$ cat src/hw/rtl/assert_macros.svh
`ifndef ASSERT_MACROS_SVH
`define ASSERT_MACROS_SVH

`ifndef SYNTHESIS
// property must hold at every clock edge out of reset
`define AST_CHK(label, clk, rst, prop) \
   label: assert property (@(posedge clk) disable iff (rst) prop) \
      else $error("assertion failed");
// condition must never be true out of reset
`define AST_NEVER(label, clk, rst, cond) \
   label: assert property (@(posedge clk) disable iff (rst) !(cond)) \
      else $error("forbidden condition seen");
`else
`define AST_CHK(label, clk, rst, prop)
`define AST_NEVER(label, clk, rst, cond)
`endif

`endif

$ cat src/hw/rtl/fbfl_pkg.sv
package fbfl_pkg;

   localparam int MAX_BLOCKS = 255;

   localparam int CMD_W    = 2;
   localparam int IDX_W    = 8;
   localparam int STS_W    = 2;
   localparam int SIZE_W   = 16;
   localparam int OFF_W    = 24;
   localparam int CSR_IDX_W  = 1;
   localparam int CSR_DATA_W = 16;

   localparam logic [CMD_W-1:0] CMD_INIT  = 2'd0;
   localparam logic [CMD_W-1:0] CMD_ALLOC = 2'd1;
   localparam logic [CMD_W-1:0] CMD_FREE  = 2'd2;

   localparam logic [STS_W-1:0] ST_OK    = 2'd0;
   localparam logic [STS_W-1:0] ST_EMPTY = 2'd1;
   localparam logic [STS_W-1:0] ST_RANGE = 2'd2;
   localparam logic [STS_W-1:0] ST_FULL  = 2'd3;

   localparam logic [CSR_IDX_W-1:0] CSR_BLOCK_COUNT = 1'd0;
   localparam logic [CSR_IDX_W-1:0] CSR_BLOCK_SIZE  = 1'd1;

   localparam logic [IDX_W-1:0]  BLOCK_COUNT_RST = 8'd255;
   localparam logic [SIZE_W-1:0] BLOCK_SIZE_RST  = 16'd64;

   typedef struct packed {
      logic             en;
      logic [IDX_W-1:0] addr;
      logic [IDX_W-1:0] data;
   } mem_wr_type;

endpackage

$ cat src/hw/rtl/fbfl_if.sv
interface fbfl_req_if;
   import fbfl_pkg::*;
   logic             valid;
   logic             ready;
   logic [CMD_W-1:0] command;
   logic [IDX_W-1:0] block_index;
   modport source (output valid, output command, output block_index, input ready);
   modport sink   (input valid, input command, input block_index, output ready);
endinterface

interface fbfl_rsp_if;
   import fbfl_pkg::*;
   logic             valid;
   logic             ready;
   logic [STS_W-1:0] status;
   logic [IDX_W-1:0] granted_index;
   logic [OFF_W-1:0] byte_offset;
   logic [IDX_W-1:0] free_count;
   modport source (output valid, output status, output granted_index,
                   output byte_offset, output free_count, input ready);
   modport sink   (input valid, input status, input granted_index,
                   input byte_offset, input free_count, output ready);
endinterface

interface fbfl_csr_if;
   import fbfl_pkg::*;
   logic                  valid;
   logic                  ready;
   logic [CSR_IDX_W-1:0]  index;
   logic [CSR_DATA_W-1:0] data;
   modport source (output valid, output index, output data, input ready);
   modport sink   (input valid, input index, input data, output ready);
endinterface

$ cat src/hw/rtl/fixed_block_free_list_allocator_unit.sv
// channel  | dir | beat contents
// ---------+-----+-------------------------------------------------------
// req_chan | in  | command, block_index
// rsp_chan | out | status, granted_index, byte_offset, free_count
// csr_chan | in  | index (0 block_count, 1 block_size), data; always ready
//
// Allocate, free and unused commands are accepted, then run in an execute
// state that uses the next-index RAM read issued at accept.
// Init first writes block_count RAM entries, one a cycle, then executes.
// Synchronous reset empties the pool; the RAM contents are not cleared.
// A held result stalls only execute; in idle a new beat is still accepted.
module fixed_block_free_list_allocator_unit (
   input  logic       clock,
   input  logic       reset,
   fbfl_req_if.sink   req_chan,
   fbfl_rsp_if.source rsp_chan,
   fbfl_csr_if.sink   csr_chan
);
   import fbfl_pkg::*;

   logic [IDX_W-1:0]  block_count_ff;
   logic [SIZE_W-1:0] block_size_ff;
   mem_wr_type        mem_wr;
   logic [IDX_W-1:0]  rd_addr;
   logic [IDX_W-1:0]  rd_data;

   assign csr_chan.ready = 1'b1;

   always_ff @(posedge clock) begin
      if (reset) begin
         block_count_ff <= BLOCK_COUNT_RST;
         block_size_ff  <= BLOCK_SIZE_RST;
      end else if (csr_chan.valid && csr_chan.ready) begin
         unique case (csr_chan.index)
            CSR_BLOCK_COUNT: block_count_ff <= csr_chan.data[IDX_W-1:0];
            CSR_BLOCK_SIZE:  block_size_ff  <= csr_chan.data[SIZE_W-1:0];
            default: begin
            end
         endcase
      end
   end

   fbfl_ctrl u_ctrl (
      .clock       (clock),
      .reset       (reset),
      .req_chan    (req_chan),
      .rsp_chan    (rsp_chan),
      .block_count (block_count_ff),
      .block_size  (block_size_ff),
      .mem_wr      (mem_wr),
      .rd_addr     (rd_addr),
      .rd_data     (rd_data)
   );

   fbfl_store u_store (
      .clock   (clock),
      .wr      (mem_wr),
      .rd_addr (rd_addr),
      .rd_data (rd_data)
   );

endmodule

$ cat src/hw/rtl/fbfl_store.sv
module fbfl_store (
   input  logic                       clock,
   input  fbfl_pkg::mem_wr_type       wr,
   input  logic [fbfl_pkg::IDX_W-1:0] rd_addr,
   output logic [fbfl_pkg::IDX_W-1:0] rd_data
);
   import fbfl_pkg::*;

   logic [IDX_W-1:0] store_mem [2**IDX_W];
   logic [IDX_W-1:0] rd_data_ff;

   always_ff @(posedge clock) begin
      if (wr.en) begin
         store_mem[wr.addr] <= wr.data;
      end
      rd_data_ff <= store_mem[rd_addr];
   end

   assign rd_data = rd_data_ff;

endmodule

$ cat src/hw/rtl/fbfl_ctrl.sv
`include "assert_macros.svh"

module fbfl_ctrl (
   input  logic                        clock,
   input  logic                        reset,
   fbfl_req_if.sink                    req_chan,
   fbfl_rsp_if.source                  rsp_chan,
   input  logic [fbfl_pkg::IDX_W-1:0]  block_count,
   input  logic [fbfl_pkg::SIZE_W-1:0] block_size,
   output fbfl_pkg::mem_wr_type        mem_wr,
   output logic [fbfl_pkg::IDX_W-1:0]  rd_addr,
   input  logic [fbfl_pkg::IDX_W-1:0]  rd_data
);
   import fbfl_pkg::*;

   localparam logic [1:0] S_IDLE = 2'd0;
   localparam logic [1:0] S_INIT = 2'd1;
   localparam logic [1:0] S_EXEC = 2'd2;

   logic [1:0]       state_ff, state_in;
   logic [CMD_W-1:0] cmd_ff, cmd_in;
   logic [IDX_W-1:0] idx_ff, idx_in;
   logic [IDX_W-1:0] head_ff, head_in;
   logic [IDX_W-1:0] total_ff, total_in;
   logic [IDX_W-1:0] pool_ff, pool_in;
   logic [IDX_W-1:0] cnt_ff, cnt_in;
   logic [IDX_W-1:0] n_ff, n_in;

   logic             rsp_valid_ff, rsp_valid_in;
   logic [STS_W-1:0] rsp_status_ff, rsp_status_in;
   logic [IDX_W-1:0] rsp_index_ff, rsp_index_in;
   logic [OFF_W-1:0] rsp_offset_ff, rsp_offset_in;
   logic [IDX_W-1:0] rsp_count_ff, rsp_count_in;

   logic             accept;
   logic             out_free;
   logic             alloc_ok;
   logic [IDX_W-1:0] n_clamp;
   logic [OFF_W-1:0] product;

   assign req_chan.ready = (state_ff == S_IDLE);
   assign accept   = req_chan.valid && req_chan.ready;
   assign out_free = !rsp_valid_ff || rsp_chan.ready;
   assign n_clamp  = (32'(block_count) > MAX_BLOCKS) ? IDX_W'(MAX_BLOCKS) : block_count;
   assign product  = OFF_W'(head_ff) * OFF_W'(block_size);
   assign rd_addr  = head_ff;
   assign alloc_ok = (state_ff == S_EXEC) && out_free && (cmd_ff == CMD_ALLOC)
                     && (total_ff != '0);

   always_comb begin
      state_in      = state_ff;
      cmd_in        = cmd_ff;
      idx_in        = idx_ff;
      head_in       = head_ff;
      total_in      = total_ff;
      pool_in       = pool_ff;
      cnt_in        = cnt_ff;
      n_in          = n_ff;
      rsp_valid_in  = rsp_valid_ff && !rsp_chan.ready;
      rsp_status_in = rsp_status_ff;
      rsp_index_in  = rsp_index_ff;
      rsp_offset_in = rsp_offset_ff;
      rsp_count_in  = rsp_count_ff;
      mem_wr        = '0;
      unique case (state_ff)
         S_IDLE: begin
            if (accept) begin
               cmd_in   = req_chan.command;
               idx_in   = req_chan.block_index;
               n_in     = n_clamp;
               cnt_in   = '0;
               state_in = S_EXEC;
               if (req_chan.command == CMD_INIT && n_clamp != '0) begin
                  state_in = S_INIT;
               end
            end
         end
         S_INIT: begin
            mem_wr.en   = 1'b1;
            mem_wr.addr = cnt_ff;
            mem_wr.data = cnt_ff + 1'b1;
            cnt_in      = cnt_ff + 1'b1;
            if (cnt_ff == n_ff - 1'b1) begin
               state_in = S_EXEC;
            end
         end
         S_EXEC: begin
            if (out_free) begin
               state_in      = S_IDLE;
               rsp_valid_in  = 1'b1;
               rsp_status_in = ST_OK;
               rsp_index_in  = '0;
               rsp_offset_in = '0;
               unique case (cmd_ff)
                  CMD_INIT: begin
                     head_in  = '0;
                     total_in = n_ff;
                     pool_in  = n_ff;
                  end
                  CMD_ALLOC: begin
                     if (total_ff == '0) begin
                        rsp_status_in = ST_EMPTY;
                     end else begin
                        rsp_index_in  = head_ff;
                        rsp_offset_in = product;
                        head_in       = rd_data;
                        total_in      = total_ff - 1'b1;
                     end
                  end
                  CMD_FREE: begin
                     if (idx_ff >= pool_ff) begin
                        rsp_status_in = ST_RANGE;
                     end else if (total_ff >= pool_ff) begin
                        rsp_status_in = ST_FULL;
                     end else begin
                        mem_wr.en   = 1'b1;
                        mem_wr.addr = idx_ff;
                        mem_wr.data = head_ff;
                        head_in     = idx_ff;
                        total_in    = total_ff + 1'b1;
                     end
                  end
                  default: begin
                  end
               endcase
               rsp_count_in = total_in;
            end
         end
         default: begin
            state_in = S_IDLE;
         end
      endcase
   end

   always_ff @(posedge clock) begin
      if (reset) begin
         state_ff     <= S_IDLE;
         head_ff      <= '0;
         total_ff     <= '0;
         pool_ff      <= '0;
         rsp_valid_ff <= 1'b0;
      end else begin
         state_ff     <= state_in;
         head_ff      <= head_in;
         total_ff     <= total_in;
         pool_ff      <= pool_in;
         rsp_valid_ff <= rsp_valid_in;
      end
      cmd_ff        <= cmd_in;
      idx_ff        <= idx_in;
      cnt_ff        <= cnt_in;
      n_ff          <= n_in;
      rsp_status_ff <= rsp_status_in;
      rsp_index_ff  <= rsp_index_in;
      rsp_offset_ff <= rsp_offset_in;
      rsp_count_ff  <= rsp_count_in;
   end

   assign rsp_chan.valid         = rsp_valid_ff;
   assign rsp_chan.status        = rsp_status_ff;
   assign rsp_chan.granted_index = rsp_index_ff;
   assign rsp_chan.byte_offset   = rsp_offset_ff;
   assign rsp_chan.free_count    = rsp_count_ff;

   `AST_CHK(a_total_le_pool, clock, reset, total_ff <= pool_ff)
   `AST_CHK(a_alloc_pops, clock, reset, alloc_ok |=> (total_ff == $past(total_ff) - 8'd1))
   `AST_NEVER(a_no_accept_in_walk, clock, reset, (state_ff == S_INIT) && req_chan.ready)
   `AST_CHK(a_held_rsp, clock, reset, (rsp_valid_ff && !rsp_chan.ready) |=> rsp_valid_ff)

endmodule
$ cat src/flat_wrapper.sv
// flat-port wrapper written by rule: the top's interface ports become plain ports
module fixed_block_free_list_allocator_unit_flat import fbfl_pkg::*;
  (clock, reset, req_chan_valid, req_chan_command, req_chan_block_index, req_chan_ready, rsp_chan_valid, rsp_chan_status, rsp_chan_granted_index, rsp_chan_byte_offset, rsp_chan_free_count, rsp_chan_ready, csr_chan_valid, csr_chan_index, csr_chan_data, csr_chan_ready);
  fbfl_req_if req_chan_i ();
  fbfl_rsp_if rsp_chan_i ();
  fbfl_csr_if csr_chan_i ();
  input  logic clock;
  input  logic reset;
  input wire logic [$bits(req_chan_i.valid)-1:0] req_chan_valid;
  input wire logic [$bits(req_chan_i.command)-1:0] req_chan_command;
  input wire logic [$bits(req_chan_i.block_index)-1:0] req_chan_block_index;
  output wire logic [$bits(req_chan_i.ready)-1:0] req_chan_ready;
  output wire logic [$bits(rsp_chan_i.valid)-1:0] rsp_chan_valid;
  output wire logic [$bits(rsp_chan_i.status)-1:0] rsp_chan_status;
  output wire logic [$bits(rsp_chan_i.granted_index)-1:0] rsp_chan_granted_index;
  output wire logic [$bits(rsp_chan_i.byte_offset)-1:0] rsp_chan_byte_offset;
  output wire logic [$bits(rsp_chan_i.free_count)-1:0] rsp_chan_free_count;
  input wire logic [$bits(rsp_chan_i.ready)-1:0] rsp_chan_ready;
  input wire logic [$bits(csr_chan_i.valid)-1:0] csr_chan_valid;
  input wire logic [$bits(csr_chan_i.index)-1:0] csr_chan_index;
  input wire logic [$bits(csr_chan_i.data)-1:0] csr_chan_data;
  output wire logic [$bits(csr_chan_i.ready)-1:0] csr_chan_ready;
  assign req_chan_i.valid = req_chan_valid;
  assign req_chan_i.command = req_chan_command;
  assign req_chan_i.block_index = req_chan_block_index;
  assign req_chan_ready = req_chan_i.ready;
  assign rsp_chan_valid = rsp_chan_i.valid;
  assign rsp_chan_status = rsp_chan_i.status;
  assign rsp_chan_granted_index = rsp_chan_i.granted_index;
  assign rsp_chan_byte_offset = rsp_chan_i.byte_offset;
  assign rsp_chan_free_count = rsp_chan_i.free_count;
  assign rsp_chan_i.ready = rsp_chan_ready;
  assign csr_chan_i.valid = csr_chan_valid;
  assign csr_chan_i.index = csr_chan_index;
  assign csr_chan_i.data = csr_chan_data;
  assign csr_chan_ready = csr_chan_i.ready;
  fixed_block_free_list_allocator_unit u_core (.clock(clock), .reset(reset), .req_chan(req_chan_i), .rsp_chan(rsp_chan_i), .csr_chan(csr_chan_i));
endmodule
$ cat config.mk
export PLATFORM = sky130hd
export DESIGN_NAME = fixed_block_free_list_allocator_unit_flat
export DESIGN_NICKNAME = d
export VERILOG_FILES = /design/src/hw/rtl/fbfl_pkg.sv /design/src/hw/rtl/fbfl_if.sv /design/src/hw/rtl/fixed_block_free_list_allocator_unit.sv /design/src/hw/rtl/fbfl_store.sv /design/src/hw/rtl/fbfl_ctrl.sv /design/src/flat_wrapper.sv
export VERILOG_INCLUDE_DIRS = /design/src /design/src/hw/rtl
export SDC_FILE = /design/constraint.sdc
export NUM_CORES = 2
export LEC_CHECK = 0
export BUFFER_PORTS_ARGS = -buffer_cell sky130_fd_sc_hd__buf_2
export CAP_MARGIN = 20
export CORE_MARGIN = 2
export CORE_UTILIZATION = 40
export CTS_CLUSTER_DIAMETER = 100
export CTS_CLUSTER_SIZE = 20
export DETAILED_ROUTE_END_ITERATION = 16
export SLEW_MARGIN = 10
export SYNTH_ARGS = -nofsm -noshare
export SYNTH_HDL_FRONTEND = slang
export SYNTH_SLANG_ARGS = --single-unit
export TNS_END_PERCENT = 5
$ cat constraint.sdc
create_clock -name clock -period 9 [get_ports clock]
set_clock_uncertainty 0.1 [all_clocks]
set_input_delay 0.45 -clock clock [delete_from_list [all_inputs] [get_ports clock]]
set_output_delay 0.45 -clock clock [all_outputs]
set_load 0.005 [all_outputs]
* Yosys cells after proc, flatten, opt, wreduce, memory -nomap -nowiden
Memory sizes are Yosys's and may differ from the RTL's. A register that Yosys moved wholly into a read port is not among the register bits.
Cells that the tools add are included.
** Storage, ports and cells
- Register bits :: 119
- Memory bits (writable) :: 2048
- Input bits :: 32
- Output and inout port bits :: 45
- Memories :: 1
** Memory list
- u_core.u_store.store_mem :: depth 256, bits a word 8, rd ports 1, clocked after memory_dff 1, wr ports 1, RTL line fbfl_store.sv:9 : logic [IDX_W-1:0] store_mem [2**IDX_W];
** Cells by class
- Add/subtract/negate cells :: 4
- Multipliers :: 1
- Order comparisons :: 2
- Eq/ne operators :: 11
- Multiplexer cells :: 28
- Bitwise logic cells :: 2
- Reductions and logical operators :: 22
** Operators with widths (count)
- 17-bit two-way mux :: 4
- 8-bit two-way mux :: 7
- 8-bit one-hot mux with 3 select lines :: 2
- 17-bit one-hot mux with 2 select lines :: 1
- 8-bit by 16-bit multiplier with 24-bit output :: 1
- 8-bit by 1-bit adder with 8-bit output (second input constant) :: 2
- 8-bit >= comparator :: 2
- 8-bit one-hot mux with 2 select lines :: 1
- 8-bit by 1-bit subtractor with 8-bit output (second input constant) :: 2
- 2-bit two-way mux :: 6
- 2-bit inequality test (second input constant) :: 5
- 2-bit AND reduction :: 5
- 8-bit equality test :: 1
- 8-bit logical NOT :: 1
- 8-bit nonzero test :: 1
- 2-bit logical NOT :: 3
- 2-bit one-hot mux with 3 select lines :: 1
- 3-bit AND reduction :: 2
- 6-bit AND reduction :: 1
- 1-bit two-way mux :: 5
- 2-bit by 1-bit equality test with 1-bit output (second input constant) :: 2
- 2-bit equality test (second input constant) :: 2
- 2-bit one-hot mux with 2 select lines :: 1
- 1-bit logical AND :: 3
- 7 further kinds :: 9

* Logic depth before layout (Yosys ltp)
- Word-level depth :: 8
- Mapped depth :: 21
- Mapped depth without buffers :: 16

* Cells and area by module
From an unflattened synthesis, not the netlist that was laid out.
** Unflattened totals
- Cell total of the unflattened synthesis :: 4790
- Area, all modules :: 89739.8 um^2
** By module, submodules not included
- fbfl_store :: times used 1, cells each 3733, area an instance 79556.3 um^2
- fbfl_ctrl :: times used 1, cells each 947, area an instance 9071.2 um^2
- fixed_block_free_list_allocator_unit :: times used 1, cells each 110, area an instance 1112.3 um^2

* Least setup slack after synthesis
Ideal clock, no wire load.
- Path type :: flip-flop to flip-flop
- From :: reg u_core.u_ctrl.total_ff[0]
- To :: mem u_core.u_store.store_mem[0][4], data pin
- Data arrival time :: 7.795 ns
- Data required time :: 7.512 ns
- Path slack :: -0.284 ns
- Cell stages (with the launch flop) :: 11
- Period minus slack after synthesis :: 9.284 ns
- Path through :: dfxtp_1 clkbuf_1 inv_1 ha_1 nor2b_1 o21ai_2 a211oi_2 and4_1 buf_2 a21oi_1 nor2_1
** RTL lines
- start: declaration :: RTL line fbfl_ctrl.sv:24 : logic [IDX_W-1:0] total_ff, total_in;
- start signal: assignment :: RTL line fbfl_ctrl.sv:145 : total_ff <= total_in;
- end: declaration :: RTL line fbfl_store.sv:9

* Final worst setup path
- From :: reg u_core.u_ctrl.head_ff[4] (netlist: u_core.u_ctrl.rd_addr[4])
- To :: reg u_core.u_ctrl.rsp_offset_ff[21] (netlist: u_core.u_ctrl.rsp_chan.byte_offset[21]), data pin
** On the way
- Word-level cells in the longest chain between the ends :: 1
** Ends and longest elaborated chain
- start: declaration :: RTL line fbfl_ctrl.sv:23 : logic [IDX_W-1:0] head_ff, head_in;
- start signal: assignment :: RTL line fbfl_ctrl.sv:144 : head_ff <= head_in;
- 8-bit by 16-bit multiplier with 24-bit output :: RTL line fbfl_ctrl.sv:45 : assign product = OFF_W'(head_ff) * OFF_W'(block_size);
- end signal: assignment :: RTL line fbfl_ctrl.sv:155 : rsp_offset_ff <= rsp_offset_in;
- end: declaration :: RTL line fbfl_ctrl.sv:32 : logic [OFF_W-1:0] rsp_offset_ff, rsp_offset_in;
No other way between the ends.
A chain may end at the register's enable or synchronous reset.

==> metrics <==
Synth async-reset ratio=0; initial antenna violation count=4; Design Area, Final=100,000 sq um; Initial Util=0.403; first-pass GRT wire length=335,000 um; vias in the first global route=47,500; CTS buffer count=130; Rel. slew slack=0.170; Crit Path Class=register to register; Fmax=187 MHz; commonest non-fill, non-tap cell in the layout=edfxtp_1; DRT antenna net count=0; Global Route Usage Sum=0.196; vias per inst=5.88; Post-synth EDFFs=2,116; power density cells=179 nW/um^2; post-CTS resize count=0; Static Leak=31.2 nW; mapped cell area=90,900 sq um; Port Buffers=75; Distinct cells, synth=79; Core Rows=174; CP arrival=5.89 ns; Post-Syn Nets=5,092; Post-Synthesis Cells=4,904; Yosys reg bits=2,175; Sink Count=2,175; Worst EP required=9.56 ns; sequential fraction of the synthesis area=0.712; Worst-path clk slew=0.08 ns; DRT Pass-1 Iters=6; peak supply drop=0.241 mV; Worst Hold Class=primary input to register; clk_lat worst skew=0.83 ns; Fin. Hold Viols=0; unrepaired setup endpoints after global routing=false; die area=231,000 sq um; Root Driver=clkbuf_16; Die Span Y=481 um; endpoint type of the worst setup path=register; drt drc=0; Die Wd=481 um; dpl cell area=96,300 sq um; crit path launch type=register; yosys warns=0; Nets=5,323; ratio of cells with drive above 1 in the final layout=0.218; critical path fanouts, max=46; Final Wtd Congestion=0.871; Final Critical Period=5.34 ns; I/O pins=77; Synth Flop Type=edfxtp_1; Total Wirelength=229,000 um; total grt overflow=0; via count=48,000; Core Region=225,000 sq um; pin count of the biggest net entering global routing=221; max-cap viol count=0; CTS tree=built; most frequent cells in the layout=edfxtp_1, mux4_2, buf_4, nor4_1, mux2i_1; Fillers=19,100; DRT iter0 DRCs=5,711; Max Transition Viols Final=0; CTS H-tree lvls=4; Setup Slack @ Placement=3.76 ns; Layout area overhead=10.5%; hpwl dp=134,000 um; final setup margin=3.66 ns; final setup vio count=0; CTS max path bufs=3; fin crit share=0.593; Mean Syn Cell Area=18.5 sq um; status=finished, final reports clean; Worst-Margin Slew=1.23 ns; wire per inst=28.0 um
## layout make-up
| cell class | instances | area (sq um) | area share |
|---|---|---|---|
| Inverter | 135 | 507 | 0.00505 |
| Multi-Input combinational cell | 2242 | 24200 | 0.241 |
| Clock buffer | 152 | 3400 | 0.0339 |
| Antenna cell | 2 | 5.00 | 0.0000499 |
| Tap cell | 2992 | 3740 | 0.0373 |
| Clock inverter | 19 | 292 | 0.00290 |
| Timing Repair Buffer | 451 | 3490 | 0.0347 |
| Sequential cell | 2175 | 64700 | 0.645 |
## metal layers
metal  up-vias  part of all wire  GRT usage
met2      1813              0.47      0.308
met1     25500              0.43      0.286
met4         2             0.026     0.0559
met3       269             0.069     0.0275
met5         -          0.000057          0
li1      20400                 -          -
## cells in the mapped netlist (24+ instances only)
| cell type | instances | area, sq um |
|---|---|---|
| edfxtp_1 | 2116 | 63500 |
| mux4_2 | 457 | 10300 |
| nor4_1 | 308 | 1930 |
| mux2i_1 | 179 | 1790 |
| nand2_1 | 138 | 518 |
| and2_1 | 137 | 857 |
| buf_2 | 134 | 671 |
| inv_1 | 133 | 499 |
| clkbuf_1 | 126 | 473 |
| a21oi_1 | 120 | 601 |
| a22oi_1 | 101 | 758 |
| fa_1 | 84 | 1680 |
| ha_1 | 72 | 901 |
| nor2_1 | 60 | 225 |
| dfxtp_1 | 59 | 1180 |
| buf_4 | 57 | 428 |
| nand3_1 | 55 | 275 |
| o21ai_0 | 46 | 230 |
| nor3_1 | 45 | 225 |
| nand2b_1 | 38 | 238 |
| o2111ai_1 | 35 | 307 |
| o22ai_1 | 31 | 194 |
| nor2b_1 | 30 | 188 |
| o211ai_1 | 24 | 180 |
## path summary, 6_finish.rpt
path                                  from                                endpoint  slack [ns]  cells past startpoint
hold reg to reg   u_core.block_count_ff[3]                   u_core.u_ctrl.n_ff[3]        0.37                      0
setup reg to reg  u_core.u_ctrl.rd_addr[4]  u_core.u_ctrl.rsp_chan.byte_offset[21]        3.66                     15
setup / recovery  u_core.u_ctrl.rd_addr[4]  u_core.u_ctrl.rsp_chan.byte_offset[21]        3.66                     15
hold / removal              csr_chan_index                u_core.block_count_ff[4]        0.06                      4
## critical path: stages, from the launching register on
cell and delay [ns]:
dfxtp_4 0.76, buf_4 0.74, and2_1 0.24, ha_1 0.23, inv_1 0.08, fa_1 0.39
inv_1 0.09, fa_1 0.41, ha_1 0.29, ha_1 0.35, nand2_1 0.09, a2111oi_0 0.48
o31a_1 0.25, a311oi_1 0.07, or3_1 0.36, a21oi_1 0.14
## through the flow
step	hold WS (ns)	cells	util	setup TNS, ns	total power (W)
3_3_place_gp	0.348	7940	0.427	0	0.0121
3_5_place_dp	0.355	7952	0.427	0	0.0121
2_1_floorplan	0.330	4904	-	-506.83	0.0118
4_1_cts	0.00397	8150	0.445	0	0.0181
5_1_grt	0.0600	8167	0.446	0	0.0185
6_report	0.0630	8168	0.446	0	0.0180
## kinds of logic after synthesis
logic type / synth area share
flops: 0.712
mux: 0.134
xor+xnor: 0.00251
other cells: 0.0000413
fa+ha+maj: 0.0284
buf+inv: 0.0254
compound gates: 0.0406
simple gates: 0.0564
## report_power, final
part	total (W)	leakage (nW)	switching (W)	internal, W
Combinational	0.000811	9.41	0.000533	0.000278
Clock	0.00604	1.80	0.00326	0.00278
Sequential	0.0111	20.0	0.0000802	0.0110
Total	0.0180	31.2	0.00387	0.0141
## registers in the layout (all words and copies together), names as in the netlist, 8 cells and up
name and count:
u_core.block_count_ff 8, u_core.block_size_ff 16, u_core.u_ctrl.cnt_ff 8, u_core.u_ctrl.idx_ff 8, u_core.u_ctrl.n_ff 8, u_core.u_ctrl.pool_ff 8
u_core.u_ctrl.rd_addr 8, u_core.u_ctrl.rsp_chan.byte_offset 24, u_core.u_ctrl.rsp_chan.free_count 8, u_core.u_ctrl.rsp_chan.granted_index 8, u_core.u_ctrl.total_ff 8, u_core.u_store.rd_data 8
u_core.u_store.store_mem 2048
## what timing repair did
| item | in CTS | in global routing |
|---|---|---|
| endpoints found under the hold margin | 37 | 0 |
| hold buffers | 27 | 0 |
| buffers inserted | 0 | 0 |
No activity file was read; power rests on OpenSTA's default activity.
